File: src/rtl/core/lln_pkg.sv
// Shared constants, types and helpers for the least-loaded node assigner.
// No dependencies; used by least_loaded_node_assigner_top, lln_assign_checker and testbench.
package lln_pkg;

    localparam int MAX_NODES = 16;
    localparam int LOAD_BITS = 48;
    localparam int NODE_W    = 4;
    localparam int WEIGHT_W  = 32;
    localparam int ACTIVE_W  = 5;
    localparam int ADDR_W    = $clog2(MAX_NODES);
    localparam int CNT_W     = $clog2(MAX_NODES + 1);

    localparam int IN_BITS   = 2 + NODE_W + WEIGHT_W;
    localparam int IN_W      = ((IN_BITS + 7) / 8) * 8;
    localparam int OUT_BITS  = NODE_W + LOAD_BITS;
    localparam int OUT_W     = ((OUT_BITS + 7) / 8) * 8;

    typedef enum logic [1:0] {
        CMD_CLEAR   = 2'd0,
        CMD_PRELOAD = 2'd1,
        CMD_WASSIGN = 2'd2,
        CMD_RRASSIGN = 2'd3
    } cmd_t;

    typedef enum logic [6:0] {
        ST_IDLE   = 7'b0000001,
        ST_PRE_RD = 7'b0000010,
        ST_PRE_WR = 7'b0000100,
        ST_SCAN   = 7'b0001000,
        ST_AS_WR  = 7'b0010000,
        ST_RR_RD  = 7'b0100000,
        ST_RR_OUT = 7'b1000000
    } state_t;

    // add with clamp at the all-ones load value
    function automatic logic [LOAD_BITS-1:0] sat_add(input logic [LOAD_BITS-1:0] a,
                                                     input logic [WEIGHT_W-1:0] w);
        logic [LOAD_BITS:0] s;
        s = {1'b0, a} + (LOAD_BITS + 1)'(w);
        return s[LOAD_BITS] ? {LOAD_BITS{1'b1}} : s[LOAD_BITS-1:0];
    endfunction

endpackage

File: src/rtl/core/least_loaded_node_assigner_top.sv
// Least-loaded node assigner: per-node loads in one RAM, read-modify-write.
// Weighted assign reads each active node once in the min scan, then writes back;
// round-robin reads the pointed node; clear acts in idle; preload reads then writes.
// One item at a time; input ready only in idle. Output register frees input.
// Reset (rst_n low, async): loads read as zero via per-entry valid bits,
// round-robin pointer 0, active_nodes 16. Depends on lln_pkg, lln_ram.
module least_loaded_node_assigner_top (
    input  logic                        clk,
    input  logic                        rst_n,
    // config: active_nodes
    input  logic                        cfg_valid,
    output logic                        cfg_ready,
    input  logic [lln_pkg::ACTIVE_W-1:0] cfg_data,
    // tdata: cmd[1:0], node[5:2], weight[37:6], zero pad
    input  logic                        s_axis_tvalid,
    output logic                        s_axis_tready,
    input  logic [lln_pkg::IN_W-1:0]    s_axis_tdata,
    // tdata: assigned_node[3:0], load_after[51:4], zero pad
    output logic                        m_axis_tvalid,
    input  logic                        m_axis_tready,
    output logic [lln_pkg::OUT_W-1:0]   m_axis_tdata
);

    localparam int AW = lln_pkg::ADDR_W;
    localparam int CW = lln_pkg::CNT_W;
    localparam int LW = lln_pkg::LOAD_BITS;

    // ---------------- registers ----------------
    lln_pkg::state_t               state_reg, state_next;
    logic [lln_pkg::ACTIVE_W-1:0]  active_reg;
    logic [lln_pkg::MAX_NODES-1:0] valid_reg, valid_next;
    logic [AW-1:0]                 rr_reg, rr_next;
    logic [AW-1:0]                 node_reg, node_next;      // preload target / RR pick
    logic [lln_pkg::WEIGHT_W-1:0]  weight_reg, weight_next;
    logic [CW-1:0]                 scan_idx_reg, scan_idx_next;
    logic                          cmp_vld_reg, cmp_vld_next;
    logic [AW-1:0]                 cmp_idx_reg, cmp_idx_next;
    logic [LW-1:0]                 min_reg, min_next;
    logic [AW-1:0]                 pick_reg, pick_next;
    logic                          out_valid_reg, out_valid_next;
    logic [lln_pkg::NODE_W-1:0]    out_node_reg, out_node_next;
    logic [LW-1:0]                 out_load_reg, out_load_next;

    // ---------------- RAM ----------------
    logic          ram_we;
    logic [AW-1:0] ram_waddr, ram_raddr;
    logic [LW-1:0] ram_wdata, ram_rdata;

    lln_ram #(
        .WIDTH (LW),
        .DEPTH (lln_pkg::MAX_NODES)
    ) u_load_ram (
        .clk     (clk),
        .wr_en   (ram_we),
        .wr_addr (ram_waddr),
        .wr_data (ram_wdata),
        .rd_addr (ram_raddr),
        .rd_data (ram_rdata)
    );

    // ---------------- decode ----------------
    logic [1:0]                   in_cmd;
    logic [lln_pkg::NODE_W-1:0]   in_node;
    logic [lln_pkg::WEIGHT_W-1:0] in_weight;
    logic [CW-1:0]                count;
    logic                         in_acc, out_free;
    logic [AW-1:0]                rr_pick;
    logic [AW-1:0]                rd_node;   // index of the data now on ram_rdata
    logic [LW-1:0]                rd_load;   // RAM data, zero for never-written entries
    logic                         scan_rd;

    assign in_cmd    = s_axis_tdata[1:0];
    assign in_node   = s_axis_tdata[2 +: lln_pkg::NODE_W];
    assign in_weight = s_axis_tdata[2 + lln_pkg::NODE_W +: lln_pkg::WEIGHT_W];

    // effective active count: 0 acts as 1, clamp at MAX_NODES
    always_comb
    begin
        if (active_reg == '0)
            count = CW'(1);
        else if (32'(active_reg) > lln_pkg::MAX_NODES)
            count = CW'(lln_pkg::MAX_NODES);
        else
            count = CW'(active_reg);
    end

    assign cfg_ready     = 1'b1;
    assign s_axis_tready = (state_reg == lln_pkg::ST_IDLE);
    assign in_acc        = s_axis_tvalid & s_axis_tready;
    assign out_free      = ~out_valid_reg | m_axis_tready;

    // stale pointer wraps to zero
    assign rr_pick = (CW'(rr_reg) >= count) ? '0 : rr_reg;

    assign rd_node = (state_reg == lln_pkg::ST_SCAN) ? cmp_idx_reg : node_reg;
    assign rd_load = valid_reg[rd_node] ? ram_rdata : '0;
    assign scan_rd = (scan_idx_reg < count);

    assign m_axis_tvalid = out_valid_reg;
    assign m_axis_tdata  = {{(lln_pkg::OUT_W - lln_pkg::OUT_BITS){1'b0}},
                            out_load_reg, out_node_reg};

    // ---------------- control ----------------
    always_comb
    begin
        state_next     = state_reg;
        valid_next     = valid_reg;
        rr_next        = rr_reg;
        node_next      = node_reg;
        weight_next    = weight_reg;
        scan_idx_next  = scan_idx_reg;
        cmp_vld_next   = 1'b0;
        cmp_idx_next   = cmp_idx_reg;
        min_next       = min_reg;
        pick_next      = pick_reg;
        out_valid_next = out_valid_reg & ~m_axis_tready;
        out_node_next  = out_node_reg;
        out_load_next  = out_load_reg;
        ram_we         = 1'b0;
        ram_waddr      = node_reg;
        ram_wdata      = lln_pkg::sat_add(rd_load, weight_reg);
        ram_raddr      = node_reg;

        unique case (state_reg)
            lln_pkg::ST_IDLE:
            begin
                if (in_acc)
                begin
                    weight_next = in_weight;
                    case (in_cmd)
                        lln_pkg::CMD_CLEAR:
                        begin
                            valid_next = '0;
                            rr_next    = '0;
                        end
                        lln_pkg::CMD_PRELOAD:
                        begin
                            node_next = AW'(in_node);
                            // preload to an inactive node is dropped
                            if (CW'(in_node) < count)
                                state_next = lln_pkg::ST_PRE_RD;
                        end
                        lln_pkg::CMD_WASSIGN:
                        begin
                            scan_idx_next = '0;
                            state_next    = lln_pkg::ST_SCAN;
                        end
                        default:
                        begin
                            node_next  = rr_pick;
                            rr_next    = (CW'(rr_pick) + CW'(1) >= count) ? '0
                                                                          : rr_pick + AW'(1);
                            state_next = lln_pkg::ST_RR_RD;
                        end
                    endcase
                end
            end

            lln_pkg::ST_PRE_RD:
            begin
                state_next = lln_pkg::ST_PRE_WR;
            end

            lln_pkg::ST_PRE_WR:
            begin
                ram_we                = 1'b1;
                valid_next[node_reg]  = 1'b1;
                state_next            = lln_pkg::ST_IDLE;
            end

            lln_pkg::ST_SCAN:
            begin
                // issue one read per cycle, compare the one that came back
                ram_raddr    = AW'(scan_idx_reg);
                cmp_vld_next = scan_rd;
                cmp_idx_next = AW'(scan_idx_reg);
                if (scan_rd)
                    scan_idx_next = scan_idx_reg + CW'(1);
                if (cmp_vld_reg)
                begin
                    // strict less-than keeps the lowest index on ties
                    if (cmp_idx_reg == '0 || rd_load < min_reg)
                    begin
                        min_next  = rd_load;
                        pick_next = cmp_idx_reg;
                    end
                end
                if (!scan_rd && !cmp_vld_reg)
                    state_next = lln_pkg::ST_AS_WR;
            end

            lln_pkg::ST_AS_WR:
            begin
                if (out_free)
                begin
                    ram_we                = 1'b1;
                    ram_waddr             = pick_reg;
                    ram_wdata             = lln_pkg::sat_add(min_reg, weight_reg);
                    valid_next[pick_reg]  = 1'b1;
                    out_valid_next        = 1'b1;
                    out_node_next         = lln_pkg::NODE_W'(pick_reg);
                    out_load_next         = lln_pkg::sat_add(min_reg, weight_reg);
                    state_next            = lln_pkg::ST_IDLE;
                end
            end

            lln_pkg::ST_RR_RD:
            begin
                state_next = lln_pkg::ST_RR_OUT;
            end

            lln_pkg::ST_RR_OUT:
            begin
                // hold the read address so the data stays while the output is full
                if (out_free)
                begin
                    out_valid_next = 1'b1;
                    out_node_next  = lln_pkg::NODE_W'(node_reg);
                    out_load_next  = rd_load;
                    state_next     = lln_pkg::ST_IDLE;
                end
            end

            default:
            begin
                state_next = lln_pkg::ST_IDLE;
            end
        endcase
    end

    // ---------------- state ----------------
    always_ff @(posedge clk or negedge rst_n)
    begin
        if (!rst_n)
        begin
            state_reg     <= lln_pkg::ST_IDLE;
            active_reg    <= lln_pkg::ACTIVE_W'(16);
            valid_reg     <= '0;
            rr_reg        <= '0;
            cmp_vld_reg   <= 1'b0;
            out_valid_reg <= 1'b0;
        end
        else
        begin
            state_reg     <= state_next;
            valid_reg     <= valid_next;
            rr_reg        <= rr_next;
            cmp_vld_reg   <= cmp_vld_next;
            out_valid_reg <= out_valid_next;
            if (cfg_valid && cfg_ready)
                active_reg <= cfg_data;
        end
    end

    // payload, no reset
    always_ff @(posedge clk)
    begin
        node_reg     <= node_next;
        weight_reg   <= weight_next;
        scan_idx_reg <= scan_idx_next;
        cmp_idx_reg  <= cmp_idx_next;
        min_reg      <= min_next;
        pick_reg     <= pick_next;
        out_node_reg <= out_node_next;
        out_load_reg <= out_load_next;
    end

endmodule

File: src/rtl/core/lln_ram.sv
// Generic single-write, single-read RAM with registered read data.
// No dependencies.
module lln_ram #(
    parameter int WIDTH = 8,
    parameter int DEPTH = 16
) (
    input  logic                     clk,
    input  logic                     wr_en,
    input  logic [$clog2(DEPTH)-1:0] wr_addr,
    input  logic [WIDTH-1:0]         wr_data,
    input  logic [$clog2(DEPTH)-1:0] rd_addr,
    output logic [WIDTH-1:0]         rd_data
);

    logic [WIDTH-1:0] mem [DEPTH];

    always_ff @(posedge clk)
    begin
        if (wr_en)
        begin
            mem[wr_addr] <= wr_data;
        end
        rd_data <= mem[rd_addr];
    end

endmodule

File: config.mk
export PLATFORM = sky130hd
export DESIGN_NAME = least_loaded_node_assigner_top
export DESIGN_NICKNAME = d
export VERILOG_FILES = /design/src/rtl/core/lln_pkg.sv /design/src/rtl/core/least_loaded_node_assigner_top.sv /design/src/rtl/core/lln_ram.sv
export SDC_FILE = /design/constraint.sdc
export NUM_CORES = 2
export LEC_CHECK = 0
export BUFFER_PORTS_ARGS = -buffer_cell sky130_fd_sc_hd__buf_4
export CORE_MARGIN = 1.5
export CORE_UTILIZATION = 63
export CTS_CLUSTER_DIAMETER = 120
export CTS_CLUSTER_SIZE = 20
export DETAILED_ROUTE_END_ITERATION = 10
export PLACE_DENSITY = 0.8
export SLEW_MARGIN = 25
export SYNTH_ARGS = -nofsm -noshare
export SYNTH_HDL_FRONTEND = slang
export SYNTH_HIERARCHICAL = 1
export SYNTH_SLANG_ARGS = --single-unit
export TNS_END_PERCENT = 50
File: constraint.sdc
create_clock -name clk -period 10.1 [get_ports clk]
set_input_delay 2.02 -clock clk [delete_from_list [all_inputs] [get_ports clk]]
set_output_delay 2.02 -clock clk [all_outputs]
set_load 0.02 [all_outputs]
==> flow_summary.ini <==
[run_status]
status = finished, final reports clean

[power]
ir_worst_vdd_uv = 190
p_leak_nw = 16.8
finalPower_mw = 11.9
powerDensity_nw_per_um2 = 249

[clock_network]
cts-buffers-inserted = 55
ctsHoldBuffers = 0
cts_max_path_buffers = 3
root_buffer = clkbuf_16
htreeDepth = 2
clk_pin_slew_ns = 0.09
cts_sinks = 999
cts_setup_buffers = 0
cts_tree = yes
cts_resized = 0
clkLatencyLatePin_ns = 0.66

[layout]
drive_gt1_share_pct = 16.7
fin_util_pct = 68.6
nNetsFinal = 3141
stdcell_area_sq_um = 48000
final-seq-area_sq_um = 29400
largest_register_ff_count = 768
multi_input_area_sq_um = 14200
num-fill-cells = 4658
top_register = u_load_ram/mem
syn2layout_area_growth_pct = 8.18
insertedDiodeCount = 0
finalNonFillerCells = 3967

[route]
ant_nets = 0
wl_microns = 114000
drt_iter0_drc = 3335
num_vias = 26755
wire_per_inst_microns = 28.7
via_per_inst = 6.74
drt_pass1_iterations = 5
drc = 0

[synthesis]
synth_area_leaders = edfxtp_1, mux4_2, ha_1
ys.flop_type = edfxtp_1
synth_edf_count = 917
synth.top_cell.area_share_pct = 62.1
async_reset_ff_share_pct = 3.40
yosys_warnings = 6
synth_top_area_cell = edfxtp_1
synthCells = 2904
avgSynthCellArea_sq_um = 15.3
ys_types = 91
ys_seq_elements = 999
ys_top_cells_by_count = edfxtp_1, nand2_1, mux4_2, nor2_1, a22oi_1
syn_area_sq_um = 44300
ys_seq_area_share_pct = 66.2
synth_most_common_cell = edfxtp_1

[timing]
maxSlewHeadroom_pct = 24.6
finalHoldViolations = 0
finalSetupViolations = 0
fin_crit_sh_pct = 75.3
maxSlewViolCount = 0
fin_crit_ns = 7.61
rsz0062_at_grt = no
fin_skew_ns = 0.0250
tightest_slew_ns = 1.13
tns_ns = 0
clock.fmax_mhz = 131

[global_routing]
grt_start_max_net_pins = 145
use_met2_pct = 51.4
grt_pass1_vias = 26382
use_met1_pct = 44.5
grt_use_met3_pct = 4.96
globalRoute.totalOverflow = 0
grt_busiest_layer = met2
grt_pass1_wl_microns = 167000
grt_antenna_before_repair = 2
grt_usage_pct = 31.8

[die]
ios = 109
row_count = 97
die_width_microns = 268
core_sq_um = 69900
die-area_sq_um = 72000
die_y_microns = 268
initial_utilization_pct = 63.4

[placement]
place_area_sq_um = 46100
dp_cells = 3834
hpwl_microns = 66500
place_congestion = 0.963
port_buffers = 101

[run]
drv_cap = 0

[worst_setup_path]
cp-end-kind = register
reg2regPathDepth = 24
cp_data_arrival_time_ns = 7.99
critPathLaunchType = register
rrSetupSlack_ns = 2.49
crit_type = reg2reg
cp_data_required_time_ns = 10.49
reg2reg_from = state_reg[1]
worstPathMaxFanout = 23
r2r-end = u_load_ram/mem[6][3]

[min_path]
whs_endpoint = active_reg[0]
hp-start = active_reg[0]
hold_depth = 1
hold_path.class = reg2reg
## layer usage
layer	up-vias	part of all wire [%]
li1	11472	-
met1	13631	39
met2	1429	48
met3	223	9.4
met4	0	3.7
met5	-	0
## critical path: stages (launching register included)
cell and delay (ns):
dfrtp_1 0.46, or3_1 0.63, nor4_1 0.44, o22ai_1 0.23, and4_1 0.40, mux2i_4 0.22
buf_4 0.29, and2_1 0.24, xnor2_1 0.09, ha_1 0.26, nand2_1 0.16, nand2_1 0.07
o22ai_1 0.26, o22a_1 0.23, o31a_1 0.19, o21ai_2 0.14, o2111ai_1 0.39, nand2_1 0.17
a21oi_2 0.71, nor2_1 0.18, nor2_4 0.44, buf_16 0.25, buf_4 0.30, a22oi_1 0.25
buf_2 0.29
## cells in the final DEF, fill, tap and decap left out, drive strengths merged, types with 8 or more instances in the layout
| cell type | netlist | routed |
|---|---|---|
| nor2 | 149 | 149 |
| a31o | 8 | 8 |
| o21a | 12 | 12 |
| nand2 | 221 | 221 |
| nor2b | 22 | 22 |
| nand2b | 42 | 42 |
| edfxtp | 917 | 917 |
| mux4 | 192 | 192 |
| nor3b | 8 | 8 |
| inv | 88 | 89 |
| xor2 | 27 | 27 |
| nor4 | 9 | 9 |
| a211oi | 12 | 12 |
| and3 | 18 | 18 |
| maj3 | 16 | 16 |
| a22oi | 145 | 145 |
| or3 | 10 | 10 |
| xnor2 | 86 | 86 |
| buf | 60 | 162 |
| nand3 | 35 | 35 |
| a31oi | 26 | 26 |
| dfxtp | 48 | 48 |
| clkbuf | 98 | 114 |
| o21ai | 83 | 83 |
| a2bb2oi | 9 | 9 |
| a21oi | 133 | 133 |
| nand4 | 15 | 15 |
| nor3 | 40 | 40 |
| a21o | 37 | 37 |
| ha | 110 | 110 |
| dfrtp | 32 | 32 |
| o22ai | 31 | 31 |
| and2 | 43 | 43 |
## report_power, final
group          total, mW  switching, mW  internal [mW]
Combinational       3.78           2.40           1.38
Sequential          5.82          0.329           5.49
Clock               2.34           1.28           1.06
## kinds of logic (layout without fill, tap and decap cells)
group | count (synthesis) | after routing | synth area share (%)
compound gates | 570 | 570 | 8.59
xor+xnor | 113 | 113 | 2.25
fa+ha+maj | 127 | 127 | 3.51
buf+inv | 248 | 368 | 2.44
flops | 999 | 999 | 66.2
mux | 202 | 202 | 10.0
other cells | 2 | 5 | 0.0169
simple gates | 643 | 643 | 7.00
## layout make-up
class                   instances  share of cell area, %
flip-flops and latches        999                   61.2
multi-input cells            1660                   29.6
repair buffers                174                   2.77
clock buffers                 102                   3.28
clock inverters                 2                 0.0522
inverters                      90                  0.715
well taps                     940                   2.45
## worst max path at each step
stage	start	endpoint	slack, ns
detailed placement	state_reg[1]	u_load_ram/mem[12][45]	2.36
floorplan	state_reg[6]	min_reg[0]	1.08
CTS	state_reg[1]	u_load_ram/mem[1][45]	2.32
finish	state_reg[1]	u_load_ram/mem[6][3]	2.49
global route	state_reg[1]	u_load_ram/mem[1][45]	2.05
global placement	state_reg[1]	u_load_ram/mem[0][3]	2.58
## stage by stage
step           worst slack [ns]  hold WS [ns]
3_5_place_dp               2.36         0.495
4_1_cts                    2.32         0.516
3_3_place_gp               2.58         0.490
2_1_floorplan              1.08         0.439
5_1_grt                    2.05         0.538
6_report                   2.49         0.511
Power figures use the tool's default switching activity.
